File: config.mk
export PLATFORM = sky130hd
export DESIGN_NAME = infix_to_postfix_converter
export DESIGN_NICKNAME = d
export VERILOG_FILES = /design/src/hw/rtl/itp_pkg.sv /design/src/hw/rtl/itp_cell.sv /design/src/hw/rtl/itp_stack.sv /design/src/hw/rtl/infix_to_postfix_converter.sv
export SDC_FILE = /design/constraint.sdc
export NUM_CORES = 1
export LEC_CHECK = 0
export BUFFER_PORTS_ARGS = -buffer_cell sky130_fd_sc_hd__buf_4
export CORE_ASPECT_RATIO = 1.4
export CORE_MARGIN = 5
export CORE_UTILIZATION = 42
export CTS_CLUSTER_SIZE = 8
export DETAILED_ROUTE_END_ITERATION = 10
export GPL_TIMING_DRIVEN = 0
export SLEW_MARGIN = 20
export SYNTH_ARGS = -nofsm -noshare
export SYNTH_HDL_FRONTEND = slang
export SYNTH_HIERARCHICAL = 1
export SYNTH_SLANG_ARGS = --single-unit
File: constraint.sdc
create_clock -name i_clk -period 11.6 [get_ports i_clk]
set_input_delay 0.58 -clock i_clk [delete_from_list [all_inputs] [get_ports i_clk]]
set_output_delay 0.58 -clock i_clk [all_outputs]
set_load 0.005 [all_outputs]
File: src/hw/rtl/itp_pkg.sv
// itp_pkg: shared types, character codes and helpers for the infix to postfix converter
// no dependencies; imported by itp_cell, itp_stack and infix_to_postfix_converter
`timescale 1ns / 1ps

package itp_pkg;

    localparam int CHAR_W = 8;

    typedef logic [CHAR_W-1:0] t_char;
    typedef logic [1:0]        t_prec;
    typedef logic [1:0]        t_err;

    // character codes
    localparam t_char C_UPPER_A = 8'd65;
    localparam t_char C_UPPER_Z = 8'd90;
    localparam t_char C_LPAREN  = 8'h28;
    localparam t_char C_RPAREN  = 8'h29;
    localparam t_char C_PLUS    = 8'h2B;
    localparam t_char C_MINUS   = 8'h2D;
    localparam t_char C_STAR    = 8'h2A;
    localparam t_char C_SLASH   = 8'h2F;
    localparam t_char C_CARET   = 8'h5E;

    // error codes reported on the final transfer of an expression
    localparam t_err ERR_NONE      = 2'd0;
    localparam t_err ERR_OVERFLOW  = 2'd1;
    localparam t_err ERR_UNMATCHED = 2'd2;

    // command from the controller to the operator stack
    typedef struct packed {
        logic  push;
        logic  pop;
        logic  clear;
        t_char data;
    } t_stack_cmd;

    // status from the operator stack back to the controller
    typedef struct packed {
        logic  empty;
        logic  full;
        t_char top;
    } t_stack_stat;

    // operator precedence, zero for anything that is not an operator
    function automatic t_prec prec_of(input t_char c);
        t_prec p;
        case (c)
            C_PLUS, C_MINUS: p = 2'd1;
            C_STAR, C_SLASH: p = 2'd2;
            C_CARET:         p = 2'd3;
            default:         p = 2'd0;
        endcase
        return p;
    endfunction

    function automatic logic is_letter(input t_char c);
        return (c >= C_UPPER_A) && (c <= C_UPPER_Z);
    endfunction

endpackage

File: src/hw/rtl/itp_cell.sv
// itp_cell: one entry of the shifting operator stack
// depends on itp_pkg; instantiated in a chain by itp_stack
`timescale 1ns / 1ps

module itp_cell
    import itp_pkg::*;
(
    input  logic  i_clk,
    input  logic  i_push,
    input  logic  i_pop,
    input  t_char i_from_up,
    input  t_char i_from_down,
    output t_char o_data
);

    t_char r_data;

    // push takes the entry above, pop takes the entry below
    always_ff @(posedge i_clk) begin
        if (i_push) begin
            r_data <= i_from_up;
        end else if (i_pop) begin
            r_data <= i_from_down;
        end
    end

    assign o_data = r_data;

endmodule

File: src/hw/rtl/itp_stack.sv
// itp_stack: operator stack built as a chain of itp_cell entries, top of stack in cell 0
// depends on itp_pkg and itp_cell
`timescale 1ns / 1ps

module itp_stack
    import itp_pkg::*;
#(
    parameter int DEPTH = 32
) (
    input  logic        i_clk,
    input  logic        i_rst_n,
    input  t_stack_cmd  i_cmd,
    output t_stack_stat o_stat
);

    localparam int CW = $clog2(DEPTH + 1);

    t_char          w_data [DEPTH];
    logic [CW-1:0]  r_count;
    logic [CW-1:0]  n_count;

    // chain of cells, each shifting toward its neighbor on push or pop
    for (genvar g = 0; g < DEPTH; g++) begin : g_cell
        t_char w_up;
        t_char w_down;
        if (g == 0) begin : g_first
            assign w_up = i_cmd.data;
        end else begin : g_mid_up
            assign w_up = w_data[g-1];
        end
        if (g == DEPTH - 1) begin : g_last
            assign w_down = w_data[g];
        end else begin : g_mid_down
            assign w_down = w_data[g+1];
        end
        itp_cell u_cell (
            .i_clk       (i_clk),
            .i_push      (i_cmd.push),
            .i_pop       (i_cmd.pop),
            .i_from_up   (w_up),
            .i_from_down (w_down),
            .o_data      (w_data[g])
        );
    end

    // fill count
    always_comb begin
        n_count = r_count;
        if (i_cmd.clear) begin
            n_count = '0;
        end else if (i_cmd.push) begin
            n_count = r_count + CW'(1);
        end else if (i_cmd.pop) begin
            n_count = r_count - CW'(1);
        end
    end

    always_ff @(posedge i_clk) begin
        if (!i_rst_n) begin
            r_count <= '0;
        end else begin
            r_count <= n_count;
        end
    end

    assign o_stat.empty = (r_count == '0);
    assign o_stat.full  = (r_count == CW'(DEPTH));
    assign o_stat.top   = w_data[0];

`ifndef NO_ASSERTIONS
    // no pop from an empty stack
    a_no_underflow: assert property (@(posedge i_clk) disable iff (!i_rst_n)
        i_cmd.pop |-> !o_stat.empty)
        else $error("pop on empty operator stack");

    // no push onto a full stack
    a_no_overflow: assert property (@(posedge i_clk) disable iff (!i_rst_n)
        i_cmd.push |-> !o_stat.full)
        else $error("push on full operator stack");
`endif

endmodule

File: src/hw/rtl/infix_to_postfix_converter.sv
// infix_to_postfix_converter: top level, character controller, result hold stage and output register
// depends on itp_pkg and itp_stack
`timescale 1ns / 1ps

// Converts an infix expression, one ASCII character per input transfer, into
// postfix characters on the output. Letters A-Z pass through, operators are
// reordered by precedence through an operator stack of STACK_DEPTH entries,
// and the character marked end_of_expression flushes the stack; its final
// output transfer carries expression_done and the first error seen (stack
// overflow or unmatched close paren). Once a character is taken, no new one
// is accepted until the controller has gone through its scan step, which
// pops and emits operators as needed, then its finish step; an end-marked
// character also flushes the stack in between. The stack is a chain of cells
// that shifts one entry per cycle, which sets the pop rate when not stalled.
// Outputs leave through a registered stage; while that stage is full and
// i_out_ready is low, the controller waits on steps with a result to pass on.

module infix_to_postfix_converter
    import itp_pkg::*;
#(
    parameter int STACK_DEPTH = 32
) (
    input  logic       i_clk,
    input  logic       i_rst_n,
    input  logic       i_in_valid,
    output logic       o_in_ready,
    input  logic [7:0] i_in_char,
    input  logic       i_end_of_expression,
    output logic       o_out_valid,
    input  logic       i_out_ready,
    output logic [7:0] o_out_char,
    output logic       o_has_char,
    output logic       o_last_of_run,
    output logic       o_expression_done,
    output logic [1:0] o_error_code
);

    localparam logic [1:0] S_IDLE  = 2'd0;
    localparam logic [1:0] S_SCAN  = 2'd1;
    localparam logic [1:0] S_FLUSH = 2'd2;
    localparam logic [1:0] S_FIN   = 2'd3;

    logic [1:0]  r_state;
    logic [1:0]  n_state;
    t_char       r_char;
    logic        r_end;
    t_err        r_err;
    logic        r_hold_v;
    t_char       r_hold_char;

    logic        r_out_valid;
    t_char       r_out_char;
    logic        r_out_has;
    logic        r_out_last;
    logic        r_out_done;
    t_err        r_out_err;

    t_stack_cmd  w_cmd;
    t_stack_stat w_stat;
    logic        w_gen;
    t_char       w_gen_char;
    logic        w_fin;
    t_err        w_err_set;
    logic        w_can_load;
    logic        w_blocked;
    logic        w_in_xfer;
    logic [1:0]  w_after;

    assign w_can_load = !r_out_valid || i_out_ready;
    assign w_blocked  = r_hold_v && !w_can_load;
    assign w_in_xfer  = i_in_valid && o_in_ready;
    assign w_after    = r_end ? S_FLUSH : S_FIN;
    assign o_in_ready = (r_state == S_IDLE);

    // operator stack
    itp_stack #(
        .DEPTH (STACK_DEPTH)
    ) u_stack (
        .i_clk   (i_clk),
        .i_rst_n (i_rst_n),
        .i_cmd   (w_cmd),
        .o_stat  (w_stat)
    );

    // per-character control
    always_comb begin
        n_state    = r_state;
        w_cmd      = '0;
        w_gen      = 1'b0;
        w_gen_char = w_stat.top;
        w_fin      = 1'b0;
        w_err_set  = ERR_NONE;
        case (r_state)
            S_IDLE: begin
                if (i_in_valid) begin
                    n_state = S_SCAN;
                end
            end
            S_SCAN: begin
                if (is_letter(r_char)) begin
                    if (!w_blocked) begin
                        w_gen      = 1'b1;
                        w_gen_char = r_char;
                        n_state    = w_after;
                    end
                end else if (r_char == C_LPAREN) begin
                    if (w_stat.full) begin
                        w_err_set = ERR_OVERFLOW;
                    end else begin
                        w_cmd.push = 1'b1;
                        w_cmd.data = r_char;
                    end
                    n_state = w_after;
                end else if (r_char == C_RPAREN) begin
                    if (w_stat.empty) begin
                        w_err_set = ERR_UNMATCHED;
                        n_state   = w_after;
                    end else if (w_stat.top == C_LPAREN) begin
                        w_cmd.pop = 1'b1;
                        n_state   = w_after;
                    end else if (!w_blocked) begin
                        w_cmd.pop = 1'b1;
                        w_gen     = 1'b1;
                    end
                end else if (prec_of(r_char) != 2'd0) begin
                    if (!w_stat.empty && (prec_of(w_stat.top) >= prec_of(r_char))) begin
                        if (!w_blocked) begin
                            w_cmd.pop = 1'b1;
                            w_gen     = 1'b1;
                        end
                    end else begin
                        if (w_stat.full) begin
                            w_err_set = ERR_OVERFLOW;
                        end else begin
                            w_cmd.push = 1'b1;
                            w_cmd.data = r_char;
                        end
                        n_state = w_after;
                    end
                end else begin
                    n_state = w_after;
                end
            end
            S_FLUSH: begin
                if (w_stat.empty) begin
                    n_state = S_FIN;
                end else if (w_stat.top == C_LPAREN) begin
                    w_cmd.pop = 1'b1;
                end else if (!w_blocked) begin
                    w_cmd.pop = 1'b1;
                    w_gen     = 1'b1;
                end
            end
            S_FIN: begin
                if (!(r_end || r_hold_v) || w_can_load) begin
                    w_fin       = 1'b1;
                    w_cmd.clear = r_end;
                    n_state     = S_IDLE;
                end
            end
            default: begin
                n_state = S_IDLE;
            end
        endcase
    end

    // control registers
    always_ff @(posedge i_clk) begin
        if (!i_rst_n) begin
            r_state  <= S_IDLE;
            r_err    <= ERR_NONE;
            r_hold_v <= 1'b0;
        end else begin
            r_state <= n_state;
            if (w_fin && r_end) begin
                r_err <= ERR_NONE;
            end else if ((w_err_set != ERR_NONE) && (r_err == ERR_NONE)) begin
                r_err <= w_err_set;
            end
            if (w_gen) begin
                r_hold_v <= 1'b1;
            end else if (w_fin) begin
                r_hold_v <= 1'b0;
            end
        end
    end

    // captured input character and held result
    always_ff @(posedge i_clk) begin
        if (w_in_xfer) begin
            r_char <= i_in_char;
            r_end  <= i_end_of_expression;
        end
        if (w_gen) begin
            r_hold_char <= w_gen_char;
        end
    end

    // output register
    always_ff @(posedge i_clk) begin
        if (!i_rst_n) begin
            r_out_valid <= 1'b0;
        end else if ((w_gen && r_hold_v) || (w_fin && (r_end || r_hold_v))) begin
            r_out_valid <= 1'b1;
        end else if (i_out_ready) begin
            r_out_valid <= 1'b0;
        end
    end

    always_ff @(posedge i_clk) begin
        if (w_gen && r_hold_v) begin
            r_out_char <= r_hold_char;
            r_out_has  <= 1'b1;
            r_out_last <= 1'b0;
            r_out_done <= 1'b0;
            r_out_err  <= ERR_NONE;
        end else if (w_fin && (r_end || r_hold_v)) begin
            r_out_char <= r_hold_v ? r_hold_char : '0;
            r_out_has  <= r_hold_v;
            r_out_last <= 1'b1;
            r_out_done <= r_end;
            r_out_err  <= r_end ? r_err : ERR_NONE;
        end
    end

    assign o_out_valid       = r_out_valid;
    assign o_out_char        = r_out_char;
    assign o_has_char        = r_out_has;
    assign o_last_of_run     = r_out_last;
    assign o_expression_done = r_out_done;
    assign o_error_code      = r_out_err;

`ifndef NO_ASSERTIONS
    // an accepted character always moves the controller into its scan step
    a_accept_scan: assert property (@(posedge i_clk) disable iff (!i_rst_n)
        w_in_xfer |=> (r_state == S_SCAN))
        else $error("accepted character did not start a scan");

    // the final transfer of an expression also ends its run
    a_done_is_last: assert property (@(posedge i_clk) disable iff (!i_rst_n)
        (r_out_valid && r_out_done) |-> r_out_last)
        else $error("expression done without last of run");

    // an error code only appears on the final transfer
    a_err_on_done: assert property (@(posedge i_clk) disable iff (!i_rst_n)
        (r_out_valid && (r_out_err != ERR_NONE)) |-> r_out_done)
        else $error("error code outside the final transfer");
`endif

endmodule
==> impl_metrics.env, run 1 <==
export IMPL_finalCriticalPeriod_ps=4410
export IMPL_slew_violations=0
export IMPL_grt_max_degree=19
export IMPL_vias=6762
export IMPL_hp_start="i_end_of_expression"
export IMPL_htree_levels=2
export IMPL_antenna_found_initial=0
export IMPL_clk_path_buf_depth=3
export IMPL_die_y_um=230
export IMPL_initial_core_util_pct=42.6
export IMPL_r2r_setup_slack_ps=7190
export IMPL_wl_um=26300
export IMPL_worstSetupEndpointType="register"
export IMPL_hold_class="in2reg"
export IMPL_grt_pass1_vias=7478
export IMPL_nFillCells=2847
export IMPL_ys_flop_type="edfxtp_1"
export IMPL_maxSlewHeadroom_pct=39.9
export IMPL_port_buffers=27
export IMPL_r2r_end="u_stack/r_count[5]$_SDFFE_PP0P_"
export IMPL_r2r_start="r_char[4]$_DFFE_PP_"
export IMPL_holdBufCountCts=0
export IMPL_synth_seq_cells=298
export IMPL_drc=0
export IMPL_synth_fp_nets=835
export IMPL_cp_required_ps=12020
export IMPL_yosys_cell_count_top_type="edfxtp_1"
export IMPL_hold_path_cell_count=1
export IMPL_fmax_ghz=0.227
export IMPL_yosysSeqAreaShare_pct=60.4
export IMPL_report_final_hold_viol_count=0
export IMPL_syn2layout_area_growth_pct=14.1
export IMPL_drt_initial_drc_count=341
export IMPL_viasPerCell=4.99
export IMPL_track_usage_pct=13.6
export IMPL_yosys_cell_types_count=65
export IMPL_die_w_um=167
export IMPL_fin_tns_setup_ps=0
export IMPL_core_area_um2=34100
export IMPL_fin_nets=912
export IMPL_async_reset_ff_share_pct=0
export IMPL_place_gp_congestion=0.782
export IMPL_insertion_delay_ps=530
export IMPL_yosys_area_share_adder_pct=0.999
export IMPL_clk_pin_slew_ps=50
export IMPL_synthXorXnorAreaFrac_pct=0.241
export IMPL_drive_gt1_share_pct=43.9
export IMPL_grt_pass1_wl_um=41800
export IMPL_clock_sinks=298
export IMPL_ant_nets=0
export IMPL_fin_skew_ps=15.3
export IMPL_worst_ep_arrival_time_ps=4830
export IMPL_numCtsBuffers=43
export IMPL_worst_pin_slew_ps=901
export IMPL_postCtsResizedCells=0
export IMPL_synth_edff_count=281
export IMPL_cts_root_buf="clkbuf_16"
export IMPL_synth_top_family_by_area="multiplexers"
export IMPL_status="finished clean"
export IMPL_first_pass_iters=4
export IMPL_critPathKind="reg2reg"
export IMPL_yosys_area_top_type_share_pct=58.1
export IMPL_vdd_ir_drop_max_v=0.000119
export IMPL_dieArea_um2=38500
export IMPL_ys_top_cells_by_count="edfxtp_1 (281), mux2_4 (256), buf_6 (34), or2_1 (32), nand2_1 (21)"
export IMPL_io_pins=28
export IMPL_yosys_area_top_type="edfxtp_1"
export IMPL_rsz0062_at_grt="false"
export IMPL_setup_violations=0
export IMPL_ys_warn_count=6
export IMPL_diodes=0
export IMPL_finalCritPeriodShare_pct=38.0
export IMPL_final_util_pct=48.6
export IMPL_grt_ovfl_total=0
export IMPL_whs_endpoint="r_end$_DFFE_PP_"
export IMPL_ys_top_cells_by_area="edfxtp_1 (58%), mux2_4 (26%), buf_6 (2.6%)"
export IMPL_critPathLaunchType="register"
export IMPL_power_density_nw_per_um2=158
export IMPL_wl_per_cell_um=19.4
export IMPL_r2r_cells=15
export IMPL_rows=80
export IMPL_cts_tree="done"
export IMPL_synth_compound_area_share_pct=2.63
export IMPL_syn_avg_cell_area_um2=17.9
export IMPL_synthMuxAreaShare_pct=26.9
export IMPL_hpwl_um=19300
export IMPL_syn_inst=811
export IMPL_cts_setup_buffers=0
export IMPL_p_leak_nw=6.05
export IMPL_netlist_area_um2=14500
export IMPL_drv_cap=0
export IMPL_cp_max_fo=15
export IMPL_synth_simple_area_share_pct=5.68
[worst max-delay path, stage by stage (launching register included)]
cell	delay, ps
edfxtp_1	490
nor4_1	760
a31o_2	280
ha_1	210
nand2b_1	150
a21o_1	200
a2bb2o_1	290
a21boi_2	210
nor2b_4	380
buf_16	210
inv_1	130
ha_1	370
a21o_1	200
a21oi_1	190
a221o_1	180
nand2_1	40
[how the worst max path moves through the flow]
stage,cells after the start,end,slack (ps),startpoint
6_report,15,u_stack/r_count[5]$_SDFFE_PP0P_,7190,r_char[4]$_DFFE_PP_
3_5_place_dp,15,u_stack/r_count[5]$_SDFFE_PP0P_,7180,r_char[4]$_DFFE_PP_
2_1_floorplan,14,u_stack/r_count[3]$_SDFFE_PP0P_,5500,r_char[4]$_DFFE_PP_
5_1_grt,17,u_stack/r_count[5]$_SDFFE_PP0P_,6930,u_stack/g_cell[0].u_cell/o_data[4]$_DFFE_PP_
3_3_place_gp,14,u_stack/r_count[5]$_SDFFE_PP0P_,3560,r_char[4]$_DFFE_PP_
4_1_cts,15,u_stack/r_count[5]$_SDFFE_PP0P_,7160,r_char[4]$_DFFE_PP_
[flip-flops by register name, indices dropped and copies added (netlist names), 2 cells and up]
name / cells
o_error_code: 2
o_out_char: 8
r_char: 8
r_err: 2
r_hold_char: 8
r_state: 2
u_stack/g_cell.u_cell/o_data: 256
u_stack/r_count: 6
[metrics by stage]
step | std cells | hold slack (ps) | cell area, um2 | setup WS, ps | total power [mW]
6_report | 1356 | 224 | 16600 | 7190 | 2.61
5_1_grt | 1356 | 200 | 16600 | 6930 | 2.72
4_1_cts | 1356 | 199 | 16600 | 7160 | 2.66
3_5_place_dp | 1294 | 461 | 15400 | 7180 | 1.52
3_3_place_gp | 1289 | 447 | 15300 | 3560 | 1.51
2_1_floorplan | 811 | 431 | 14500 | 5500 | 1.45
[layout make-up]
type	instances	area, um2	area share, %
timing repair buffer	32	273	1.65
tap	451	564	3.40
clock buffer	59	1160	6.98
clock inverter	3	33.8	0.204
sequential	298	8780	53.0
multi-input combinational	462	5320	32.1
inverter	14	52.6	0.317
buffer	37	397	2.39
[layer usage]
metal / track usage [%] / routed length (um) / vias to the layer above
li1: - / - / 3260
met1: 15.3 / 10700 / 3368
met2: 25.2 / 14000 / 78
met3: 2.59 / 762 / 56
met4: 5.38 / 874 / 0
met5: 0 / 0 / -
[report_power, final]
group / switching (mW) / total (mW) / leakage [nW] / internal (mW)
clock: 0.434 / 1.12 / 0.575 / 0.684
combinational: 0.116 / 0.234 / 2.80 / 0.118
sequential: 0.0314 / 1.26 / 2.67 / 1.23
[cell families after synthesis]
group,after synthesis
buffers and inverters,51
XOR/XNOR,4
AO/OA/AOI/OAI,49
flip-flops,298
other,1
adder cells (fa/ha/maj),11
AND/OR/NAND/NOR,135
multiplexers,262
[placed cells by master (no fill, tap or decap), types with 9 or more instances in the layout]
master / count
and2_1: 17
or2_1: 32
nand2_1: 21
nor2_1: 13
clkbuf_16: 44
dfxtp_1: 17
clkbuf_1: 16
inv_1: 14
a21oi_1: 12
ha_1: 10
mux2_4: 256
edfxtp_1: 281
buf_4: 30
nand3_1: 9
buf_6: 34
(Power assumes the default switching activity.)
==> inputs of run 2 (changes only) <==
- clock period: 11.6 -> 4.1 ns (I/O delays scaled with it)
==> impl_metrics.env, run 2 (synthesis results as in run 1) <==
export IMPL_finalCriticalPeriod_ps=3900
export IMPL_wl_per_cell_um=19.1
export IMPL_final_cell_area_um2=16700
export IMPL_cts_tree="done"
export IMPL_seqPwrFrac_pct=48.6
export IMPL_clk_pin_slew_ps=50
export IMPL_multi_input_area_um2=5370
export IMPL_worstSetupEndpointType="register"
export IMPL_fmax_ghz=0.256
export IMPL_critPathLaunchType="register"
export IMPL_met3_usage_pct=2.44
export IMPL_numCtsBuffers=43
export IMPL_critPathKind="reg2reg"
export IMPL_busiest_layer="met2"
export IMPL_drive_gt1_share_pct=44.6
export IMPL_dieArea_um2=38500
export IMPL_track_usage_pct=13.2
export IMPL_dp_cells=1293
export IMPL_vias=6778
export IMPL_met1_usage_pct=15.0
export IMPL_dpl_instance_area_um2=15400
export IMPL_total_power_mw=7.36
export IMPL_switching_share_pct=21.8
export IMPL_worstPathCellList="or3b_4 > nor4_4 > a31o_2 > ha_1 > nand2b_1 > a21o_1 > a2bb2o_2 > a21boi_2 > nor2b_4 > buf_16 > buf_16 > buf_6 > or2_1"
export IMPL_fin_tns_setup_ps=0
export IMPL_antenna_found_initial=0
export IMPL_rsz0062_at_grt="false"
export IMPL_worst_ep_arrival_time_ps=4070
export IMPL_drv_cap=0
export IMPL_initial_core_util_pct=42.6
export IMPL_path_buf_inv=3
export IMPL_cp_required_ps=4270
export IMPL_met2_usage_pct=24.6
export IMPL_power_density_nw_per_um2=440
export IMPL_crit_slowest_cell="edfxtp_1"
export IMPL_diodes=0
export IMPL_ant_nets=0
export IMPL_syn2layout_area_growth_pct=15.1
export IMPL_insertion_delay_ps=530
export IMPL_cts_root_buf="clkbuf_16"
export IMPL_maxSlewHeadroom_pct=39.2
export IMPL_status="finished clean"
export IMPL_setup_slack_ps=198
export IMPL_drt_initial_drc_count=290
export IMPL_seqCellArea_um2=8780
export IMPL_crit_top_cell="buf_16"
export IMPL_p_switching_mw=1.60
export IMPL_place_gp_congestion=0.767
export IMPL_report_final_hold_viol_count=0
export IMPL_viasPerCell=4.98
export IMPL_rows=80
export IMPL_htree_levels=2
export IMPL_clkPwrFrac_pct=42.3
export IMPL_hpwl_um=19100
export IMPL_finalCritPeriodShare_pct=95.2
export IMPL_fin_nets=924
export IMPL_core_area_um2=34100
export IMPL_grt_pass1_wl_um=40500
export IMPL_grt_pass1_vias=7311
export IMPL_die_w_um=167
export IMPL_grt_ovfl_total=0
export IMPL_fin_cells=1360
export IMPL_p_leak_nw=6.10
export IMPL_die_y_um=230
export IMPL_largest_reg_flops=256
export IMPL_drc=0
export IMPL_vdd_ir_drop_max_v=0.000335
export IMPL_first_pass_iters=4
export IMPL_critPathTopFamily="simple AND/OR/NAND/NOR gates"
export IMPL_hold_class="in2reg"
export IMPL_slew_violations=0
export IMPL_max_stage_delay_ps=490
export IMPL_comb_power_share_pct=9.2
export IMPL_setup_violations=0
export IMPL_wl_um=26000
export IMPL_clock_sinks=298
export IMPL_cp_max_fo=17
export IMPL_pre_cts_ws_ps=-123
export IMPL_mostFrequentLayoutCell="edfxtp_1"
export IMPL_layout_common_cells="edfxtp_1 (281), mux2_4 (256), clkbuf_16 (45), buf_6 (35), buf_4 (31)"
export IMPL_io_pins=28
export IMPL_clk_path_buf_depth=3
export IMPL_nFillCells=2879
export IMPL_grt_max_degree=18
export IMPL_p_int_mw=5.76
export IMPL_worst_pin_slew_ps=912
export IMPL_fin_skew_ps=27.1
export IMPL_port_buffers=27
run 2: worst paths after layout:
kind                                   start                                       endpoint  slack [ps]  cells past startpoint
hold / removal                   i_out_ready                       o_out_valid$_SDFFE_PN0P_         150                      3
hold reg to reg   o_last_of_run$_SDFFE_PP0P_                     o_last_of_run$_SDFFE_PP0P_         460                      2
setup reg to reg         r_char[6]$_DFFE_PP_  u_stack/g_cell[20].u_cell/o_data[1]$_DFFE_PP_         200                     13
setup / recovery         r_char[6]$_DFFE_PP_  u_stack/g_cell[20].u_cell/o_data[1]$_DFFE_PP_         200                     13
run 2: cell type report:
type | instances | area share (%)
Inverter | 14 | 0.329
Sequential cell | 298 | 52.5
Clock buffer | 53 | 6.91
Timing Repair Buffer | 44 | 2.39
Tap cell | 451 | 3.37
Clock inverter | 1 | 0.0449
Buffer | 37 | 2.37
Multi-Input combinational cell | 462 | 32.1
run 2: what timing repair did:
item	4_1_cts	5_1_grt
gates resized for setup	0	2
pin swaps	0	1
cloned	0	0
endpoints found under the hold margin	13	0
hold buffers	10	0
setup buffers	1	2
setup endpoints to repair	107	121
run 2: worst register-to-register path: cells and delay by family (launching register included):
kind                       cells  cell delay [ps]
AOI/OAI and AO/OA              4              840
adders and majority gates      1              210
DFF                            1              490
buffers and inverters          3              560
and+or+nand+nor                5             1460
run 2: metal layers:
metal | share of wire, % | vias up
met5 | 0 | -
met4 | 2.9 | 0
met3 | 3.1 | 49
met2 | 54 | 93
met1 | 40 | 3365
li1 | - | 3271
run 2: per-stage QoR:
step	hold WS [ps]	util [%]
3_5_place_dp	385	45.2
2_1_floorplan	304	-
5_1_grt	171	49.0
6_report	146	49.0
3_3_place_gp	385	45.0
4_1_cts	119	48.9
run 2: power by group through the flow:
stage | logic [mW] | registers (mW) | clock network (mW)
3_5_place_dp | 0.669 | 3.63 | 0
6_report | 0.676 | 3.58 | 3.11
4_1_cts | 0.681 | 3.58 | 3.23
5_1_grt | 0.741 | 3.59 | 3.36
3_3_place_gp | 0.649 | 3.63 | 0
2_1_floorplan | 0.507 | 3.59 | 0
